`config.mk`:
```
export PLATFORM = sky130hd
export DESIGN_NAME = id_allocator_with_attribute_masks_top
export DESIGN_NICKNAME = d
export VERILOG_FILES = /design/src/hdl/ida_pkg.sv /design/src/hdl/id_allocator_with_attribute_masks_top.sv /design/src/hdl/ida_ctrl.sv /design/src/hdl/ida_dp.sv
export SDC_FILE = /design/constraint.sdc
export NUM_CORES = 2
export LEC_CHECK = 0
export BUFFER_PORTS_ARGS = -buffer_cell sky130_fd_sc_hd__buf_2
export CORE_MARGIN = 2
export CORE_UTILIZATION = 45
export DETAILED_ROUTE_END_ITERATION = 10
export SYNTH_ARGS = -nofsm -noshare
export SYNTH_HDL_FRONTEND = slang
export SYNTH_SLANG_ARGS = --single-unit
```
`constraint.sdc`:
```
create_clock -name clk -period 4.3 [get_ports clk]
set_input_delay 0.645 -clock clk [delete_from_list [all_inputs] [get_ports clk]]
set_output_delay 0.645 -clock clk [all_outputs]
set_load 0.005 [all_outputs]
```
`src/hdl/ida_pkg.sv`:
```
// Shared types and constants for the ID allocator.
package ida_pkg;

  localparam int NUM_IDS   = 64;
  localparam int INUSE_BIT = 0;

  localparam int IdxW    = $clog2(NUM_IDS);
  localparam int TopW    = $clog2(NUM_IDS + 1);
  localparam int IdW     = 8;
  localparam int PatW    = 16;
  localparam int FlagW   = 8;
  localparam int GivenW  = 6;

  localparam logic [FlagW-1:0] InuseMask = FlagW'(1 << INUSE_BIT);

  typedef enum logic [2:0] {
    ACT_ALLOC    = 3'd0,
    ACT_FREE     = 3'd1,
    ACT_SET_MASK = 3'd2,
    ACT_CLR_MASK = 3'd3,
    ACT_TST_MASK = 3'd4,
    ACT_SET_FLAG = 3'd5,
    ACT_CLR_FLAG = 3'd6,
    ACT_TST_FLAG = 3'd7
  } act_t;

  typedef enum logic [1:0] {
    STS_OK         = 2'd0,
    STS_NONE_FREE  = 2'd1,
    STS_INVALID    = 2'd2,
    STS_NOT_IN_USE = 2'd3
  } sts_code_t;

  typedef enum logic {
    ST_IDLE = 1'b0,
    ST_EXEC = 1'b1
  } state_t;

  // Controller to datapath commands
  typedef struct packed {
    logic capture;  // latch request and launch table reads
    logic commit;   // apply updates and load the result register
  } cmd_t;

  // Datapath to controller status
  typedef struct packed {
    logic out_busy; // result register holds a result that is not taken this cycle
  } dp_sts_t;

endpackage

```
`src/hdl/id_allocator_with_attribute_masks_top.sv`:
```
// Top level of the ID allocator with per-ID component masks and flag bytes.
// An accepted request latches its table reads, then executes and writes back, and
// its result is loaded into the result register. A new request is accepted only
// after write-back, since the stack and tables are read through registers.
// A waiting result stalls only the execute step; the next request is held off.
// Reset (rst, synchronous): the stack pointer and all valid bits clear at once,
// so the stack reads as entry i = i and all masks and flags as zero; no sweep.
module id_allocator_with_attribute_masks_top (
  input  logic        clk,
  input  logic        rst,
  input  logic        s_tvalid,
  output logic        s_tready,
  input  logic [23:0] s_tdata,   // target_id [7:0], bit_pattern [23:8]
  input  logic [2:0]  s_tuser,   // action [2:0]
  output logic        m_tvalid,
  input  logic        m_tready,
  output logic [7:0]  m_tdata,   // given_id [5:0], hit [6], zero [7]
  output logic [1:0]  m_tuser    // status [1:0]
);
  import ida_pkg::*;

  cmd_t            cmd;
  dp_sts_t         sts;
  logic [GivenW-1:0] given_id;
  logic            hit;
  sts_code_t       status;

  ida_ctrl u_ctrl (
    .clk      (clk),
    .rst      (rst),
    .s_tvalid (s_tvalid),
    .s_tready (s_tready),
    .sts      (sts),
    .cmd      (cmd)
  );

  ida_dp u_dp (
    .clk       (clk),
    .rst       (rst),
    .cmd       (cmd),
    .sts       (sts),
    .in_action (act_t'(s_tuser)),
    .in_id     (s_tdata[7:0]),
    .in_pat    (s_tdata[23:8]),
    .m_tvalid  (m_tvalid),
    .m_tready  (m_tready),
    .given_id  (given_id),
    .hit       (hit),
    .status    (status)
  );

  // Pack the result
  assign m_tdata = {1'b0, hit, given_id};
  assign m_tuser = status;

endmodule

```
`src/hdl/ida_ctrl.sv`:
```
// Request sequencer for the ID allocator: accept, execute, commit.
module ida_ctrl (
  input  logic            clk,
  input  logic            rst,
  input  logic            s_tvalid,
  output logic            s_tready,
  input  ida_pkg::dp_sts_t sts,
  output ida_pkg::cmd_t   cmd
);
  import ida_pkg::*;

  state_t state;
  state_t state_next;

  // State register
  always_ff @(posedge clk) begin
    if (rst) begin
      state <= ST_IDLE;
    end else begin
      state <= state_next;
    end
  end

  // Next state and commands
  always_comb begin
    state_next  = state;
    s_tready    = 1'b0;
    cmd.capture = 1'b0;
    cmd.commit  = 1'b0;
    unique case (state)
      ST_IDLE: begin
        // hold off requests while in reset
        s_tready = !rst;
        if (s_tvalid && !rst) begin
          cmd.capture = 1'b1;
          state_next  = ST_EXEC;
        end
      end
      ST_EXEC: begin
        // hold until the result register can take the result
        if (!sts.out_busy) begin
          cmd.commit = 1'b1;
          state_next = ST_IDLE;
        end
      end
      default: state_next = ST_IDLE;
    endcase
  end

endmodule

```
`src/hdl/ida_dp.sv`:
```
// Datapath for the ID allocator: free stack, mask and flag tables, result register.
module ida_dp (
  input  logic                        clk,
  input  logic                        rst,
  input  ida_pkg::cmd_t               cmd,
  output ida_pkg::dp_sts_t            sts,
  input  ida_pkg::act_t               in_action,
  input  logic [ida_pkg::IdW-1:0]     in_id,
  input  logic [ida_pkg::PatW-1:0]    in_pat,
  output logic                        m_tvalid,
  input  logic                        m_tready,
  output logic [ida_pkg::GivenW-1:0]  given_id,
  output logic                        hit,
  output ida_pkg::sts_code_t          status
);
  import ida_pkg::*;

  // Storage
  logic [IdxW-1:0]  stack_mem [NUM_IDS];
  logic [PatW-1:0]  mask_mem  [NUM_IDS];
  logic [FlagW-1:0] flag_mem  [NUM_IDS];
  logic [NUM_IDS-1:0] stk_vld;
  logic [NUM_IDS-1:0] mask_vld;
  logic [NUM_IDS-1:0] flag_vld;
  logic [TopW-1:0]  top;

  // Latched request and registered read data
  act_t             req_action;
  logic [IdW-1:0]   req_id;
  logic [PatW-1:0]  req_pat;
  logic [IdxW-1:0]  stk_q;
  logic             stk_vld_q;
  logic [PatW-1:0]  mask_q;
  logic             mask_vld_q;
  logic [FlagW-1:0] flag_q;
  logic             flag_vld_q;

  // Execute stage signals
  logic [IdxW-1:0]  top_idx;
  logic [IdxW-1:0]  rd_idx;
  logic [IdxW-1:0]  req_idx;
  logic [TopW-1:0]  top_m1;
  logic             id_ok;
  logic             stk_avail;
  logic [IdxW-1:0]  popped;
  logic [PatW-1:0]  mask_rd;
  logic [FlagW-1:0] flag_rd;
  logic             mask_we;
  logic             flag_we;
  logic [IdxW-1:0]  wr_idx;
  logic [PatW-1:0]  mask_wd;
  logic [FlagW-1:0] flag_wd;
  logic             top_inc;
  logic             top_dec;
  logic             alloc_ok;
  logic [GivenW-1:0] given_next;
  logic             hit_next;
  sts_code_t        status_next;

  assign top_idx   = top[IdxW-1:0];
  assign rd_idx    = in_id[IdxW-1:0];
  assign req_idx   = req_id[IdxW-1:0];
  assign top_m1    = top - TopW'(1);
  assign id_ok     = 32'(req_id) < NUM_IDS;
  assign stk_avail = 32'(top) < NUM_IDS;
  assign popped    = stk_vld_q ? stk_q : top_idx;
  assign mask_rd   = mask_vld_q ? mask_q : '0;
  assign flag_rd   = flag_vld_q ? flag_q : '0;

  assign sts.out_busy = m_tvalid && !m_tready;

  // Latch request and read all tables
  always_ff @(posedge clk) begin
    if (cmd.capture) begin
      req_action <= in_action;
      req_id     <= in_id;
      req_pat    <= in_pat;
      stk_q      <= stack_mem[top_idx];
      stk_vld_q  <= stk_vld[top_idx];
      mask_q     <= mask_mem[rd_idx];
      mask_vld_q <= mask_vld[rd_idx];
      flag_q     <= flag_mem[rd_idx];
      flag_vld_q <= flag_vld[rd_idx];
    end
  end

  // Decode the request into updates and a result
  always_comb begin
    mask_we     = 1'b0;
    flag_we     = 1'b0;
    wr_idx      = req_idx;
    mask_wd     = mask_rd;
    flag_wd     = flag_rd;
    top_inc     = 1'b0;
    top_dec     = 1'b0;
    alloc_ok    = 1'b0;
    given_next  = '0;
    hit_next    = 1'b0;
    status_next = STS_OK;
    priority if (req_action == ACT_ALLOC) begin
      if (!stk_avail) begin
        status_next = STS_NONE_FREE;
      end else begin
        alloc_ok   = 1'b1;
        top_inc    = 1'b1;
        wr_idx     = popped;
        mask_we    = 1'b1;
        flag_we    = 1'b1;
        mask_wd    = '0;
        flag_wd    = InuseMask;
        given_next = GivenW'(popped);
      end
    end else if (!id_ok) begin
      status_next = STS_INVALID;
    end else begin
      unique case (req_action)
        ACT_FREE: begin
          if (((flag_rd & InuseMask) == '0) || (top == '0)) begin
            status_next = STS_NOT_IN_USE;
          end else begin
            top_dec = 1'b1;
            mask_we = 1'b1;
            flag_we = 1'b1;
            mask_wd = '0;
            flag_wd = '0;
          end
        end
        ACT_SET_MASK: begin
          mask_we = 1'b1;
          mask_wd = mask_rd | req_pat;
        end
        ACT_CLR_MASK: begin
          mask_we = 1'b1;
          mask_wd = mask_rd & ~req_pat;
        end
        ACT_TST_MASK: hit_next = |(mask_rd & req_pat);
        ACT_SET_FLAG: begin
          flag_we = 1'b1;
          flag_wd = flag_rd | req_pat[FlagW-1:0];
        end
        ACT_CLR_FLAG: begin
          flag_we = 1'b1;
          flag_wd = flag_rd & ~req_pat[FlagW-1:0];
        end
        ACT_TST_FLAG: hit_next = |(flag_rd & req_pat[FlagW-1:0]);
        default: hit_next = 1'b0;
      endcase
    end
  end

  // Table and stack writes
  always_ff @(posedge clk) begin
    if (cmd.commit && mask_we) begin
      mask_mem[wr_idx] <= mask_wd;
    end
    if (cmd.commit && flag_we) begin
      flag_mem[wr_idx] <= flag_wd;
    end
    if (cmd.commit && top_dec) begin
      stack_mem[top_m1[IdxW-1:0]] <= req_idx;
    end
  end

  // Valid bits and stack pointer
  always_ff @(posedge clk) begin
    if (rst) begin
      stk_vld  <= '0;
      mask_vld <= '0;
      flag_vld <= '0;
      top      <= '0;
    end else if (cmd.commit) begin
      if (mask_we) begin
        mask_vld[wr_idx] <= 1'b1;
      end
      if (flag_we) begin
        flag_vld[wr_idx] <= 1'b1;
      end
      if (top_dec) begin
        stk_vld[top_m1[IdxW-1:0]] <= 1'b1;
        top <= top_m1;
      end else if (top_inc) begin
        top <= top + TopW'(1);
      end
    end
  end

  // Result register
  always_ff @(posedge clk) begin
    if (rst) begin
      m_tvalid <= 1'b0;
    end else if (cmd.commit) begin
      m_tvalid <= 1'b1;
    end else if (m_tready) begin
      m_tvalid <= 1'b0;
    end
  end

  always_ff @(posedge clk) begin
    if (cmd.commit) begin
      given_id <= given_next;
      hit      <= hit_next;
      status   <= status_next;
    end
  end

`ifndef SYNTHESIS
  a_top_range: assert property (@(posedge clk) disable iff (rst)
    32'(top) <= NUM_IDS)
    else $error("stack pointer beyond the ID count");

  a_no_overwrite: assert property (@(posedge clk) disable iff (rst)
    cmd.commit |-> !(m_tvalid && !m_tready))
    else $error("result overwritten before it was taken");

  a_commit_shows: assert property (@(posedge clk) disable iff (rst)
    cmd.commit |=> m_tvalid)
    else $error("committed request gave no result");

  a_alloc_push: assert property (@(posedge clk) disable iff (rst)
    (cmd.commit && alloc_ok) |=> (top == $past(top) + TopW'(1)))
    else $error("allocate did not advance the stack pointer");

  a_one_cmd: assert property (@(posedge clk) disable iff (rst)
    !(cmd.capture && cmd.commit))
    else $error("capture and commit in the same cycle");
`endif

endmodule
```
==> qor.yml <==
yosys-top-cells-count: "edfxtp_1 (1989), mux4_2 (438), nor2_1 (300)"
syn_inst: 4614
nNetsFinal: 4970
ys_async_sr_fraction_pct: 0
synth.top_cell.area_share_pct: 68.9
crit_arrival_ns: 3.96
critical_path_class: "flop to flop"
synth_cell_types: 86
syn_to_final_growth_pct: 13.7
clock-root-buffer: "clkbuf_16"
wirelength_um: 230000
clock_skew_ns: 0.0591
grtUsageTotal_pct: 23.2
synth_ff_type: "edfxtp_1"
synthTopCellsByArea: "edfxtp_1 (69%), mux4_2 (11%), dfxtp_1 (4.6%)"
ys_seq_area_share_pct: 73.5
drive_above_1_share_pct: 26.8
synth-warning-count: 0
status: "finished clean"
vias_per_cell: 6.01
wl_met3_um: 15100
worstSkewPairLatency_ns: 0.88
die_y_um: 443
post-route-min-period_ns: 3.44
slew_headroom_pct: 18.4
leakage_uw: 0.0316
clock_sinks: 2190
synth_enable_flop_cells: 1989
path_clk_slew_ns: 0.06
max_clock_freq_mhz: 291
cp_max_fo: 20
hold_class: "primary input to flop"
clock_path_buffers: 3
rows: 161
dp_hpwl_um: 143000
cts_buffers: 218
ant_nets: 0
vdd_drop_max_mv: 0.343
io_pins: 43
synth.largest_area_cell: "edfxtp_1"
maxCapViolCount: 0
initial_core_util_pct: 45.2
via_count: 45900
cp_data_required_time_ns: 4.82
setup_viol: 0
grt_pass1_vias: 45400
syn_area_um2: 86700
grt_max_degree: 124
finalSetupTns_ns: 0
total_power_uw: 43400
wl_met2_um: 113000
io_buffer_count: 41
grt_antenna_before_repair: 7
syn-num-nets: 4648
die_area_um2: 196000
first_iter_violations: 5339
cts_tree: "built"
syn_avg_cell_area_um2: 18.8
drtPass1Iterations: 5
ys_ff_latch: 2190
finalWeightedCongestion: 0.848
wl_met1_um: 95700
powerDensity_nw_per_um2: 440
drv_slew: 0
core_um2: 192000
hold_viol: 0
worst_slew_pin_slew_ns: 1.22
cts_resized: 0
rsz0062_at_grt: "false"
overflow: 0
drc_errors: 0
finalCritPeriodShare_pct: 79.9
yosysMostFrequentCell: "edfxtp_1"
grt_pass1_wl_um: 330000
die_x_um: 443
h-tree-depth: 4
top_layer: "met5"
cp-end-kind: "flop"
start_kind: "flop"
wl_per_cell_um: 30.2
-- final cells by class --
class / count / area (µm²)
repair buffers: 398 / 3300
inverters: 143 / 537
diodes: 1 / 2.50
flip-flops and latches: 2190 / 63800
clock buffers: 275 / 5730
fillers: 15300 / 93300
clock inverters: 122 / 1020
well taps: 2526 / 3160
multi-input cells: 1985 / 21100
-- flip-flops by register name, summed over array words and instances (netlist names), 2 cells and up --
| register | count |
|---|---|
| u_dp.mask_vld | 64 |
| u_dp.status | 2 |
| u_dp.mask_mem | 1024 |
| u_dp.flag_mem | 512 |
| u_dp.flag_q | 8 |
| u_dp.top | 7 |
| u_dp.req_id | 8 |
| u_dp.req_pat | 16 |
| u_dp.req_action | 3 |
| u_dp.stack_mem | 384 |
| u_dp.flag_vld | 64 |
| u_dp.mask_q | 16 |
| u_dp.given_id | 6 |
| u_dp.stk_q | 6 |
| u_dp.stk_vld | 64 |
-- stage by stage --
stage / area (µm²) / std cells / hold slack, ns / worst slack [ns] / utilization [%]
6_report: 98600 / 7640 / 0.0399 / 0.863 / 51.4
2_1_floorplan: 86700 / 4614 / 0.431 / 0.101 / -
4_1_cts: 98600 / 7639 / 0.00949 / 0.861 / 51.4
3_5_place_dp: 91700 / 7227 / 0.453 / 0.638 / 47.8
3_3_place_gp: 91700 / 7227 / 0.443 / 0.627 / 47.8
5_1_grt: 98600 / 7639 / 0.0203 / 0.694 / 51.4
-- worst paths after layout --
check	cells after the start	slack (ns)	to	startpoint
setup / recovery	6	0.86	u_dp.mask_mem[55][15]$_DFFE_PP_	u_dp.req_action[2]$_DFFE_PP_
hold / removal	1	0.04	u_dp.req_action[1]$_DFFE_PP_	s_tuser[1]
setup reg to reg	6	0.86	u_dp.mask_mem[55][15]$_DFFE_PP_	u_dp.req_action[2]$_DFFE_PP_
hold reg to reg	2	0.47	u_dp.stk_vld[54]$_SDFFE_PP0P_	u_dp.stk_vld[54]$_SDFFE_PP0P_
-- worst max-delay path: stages, from the launching register on --
cell,delay [ns]
edfxtp_1,0.35
buf_4,0.22
or4_1,0.85
o31ai_2,0.57
nand2_2,0.48
nor2_1,0.23
buf_4,0.34
-- placed cells by master (no fill, tap or decap), types with 12 or more instances in the layout --
cell type,Yosys,final
clkinv_1,0,44
clkbuf_1,115,51
a21oi_1,122,120
nand4_1,14,14
o22ai_1,92,92
dfxtp_1,201,199
clkbuf_16,0,219
nor4_2,14,14
o21ai_0,53,52
buf_2,96,35
a32o_2,0,13
a221oi_1,71,71
edfxtp_1,1989,1989
nor2_2,0,33
buf_12,0,27
inv_1,142,142
or4_1,12,12
nor2_1,300,262
nand3_1,50,50
mux2i_1,249,249
nor3_1,13,13
mux4_2,438,438
o22ai_2,62,62
mux2_2,55,55
buf_4,36,317
o211ai_1,12,12
a22oi_1,134,134
and3_1,17,17
nand2_1,84,84
nand2b_1,12,12
dlygate4sd3_1,0,15
clkinv_2,0,49
-- repair_timing --
| item | 4_1_cts | 5_1_grt |
|---|---|---|
| buffers inserted | 0 | 0 |
| hold buffers | 15 | 0 |
| endpoints found under the hold margin | 15 | 0 |
-- report_power, final --
group	switching (µW)	internal (µW)
registers	65.2	23300
logic	1340	677
clock network	8080	9990
total	9480	33900
-- metal layers --
metal	vias up	global-route usage, %
met4	2	7.58
met1	24400	32.4
met2	1777	37.6
met3	309	3.64
li1	19400	-
met5	-	0
-- kinds of logic (layout without fill, tap and decap cells) --
family	Yosys count	after routing	share of synthesized area, %
compound gates	637	637	5.50
buf+inv	439	938	2.40
simple gates	588	588	3.37
other cells	1	2	0.00432
flops	2190	2190	73.5
mux	748	748	15.1
xor+xnor	8	8	0.0808
fa+ha+maj	3	3	0.0433
Power figures use the tool's default switching activity.
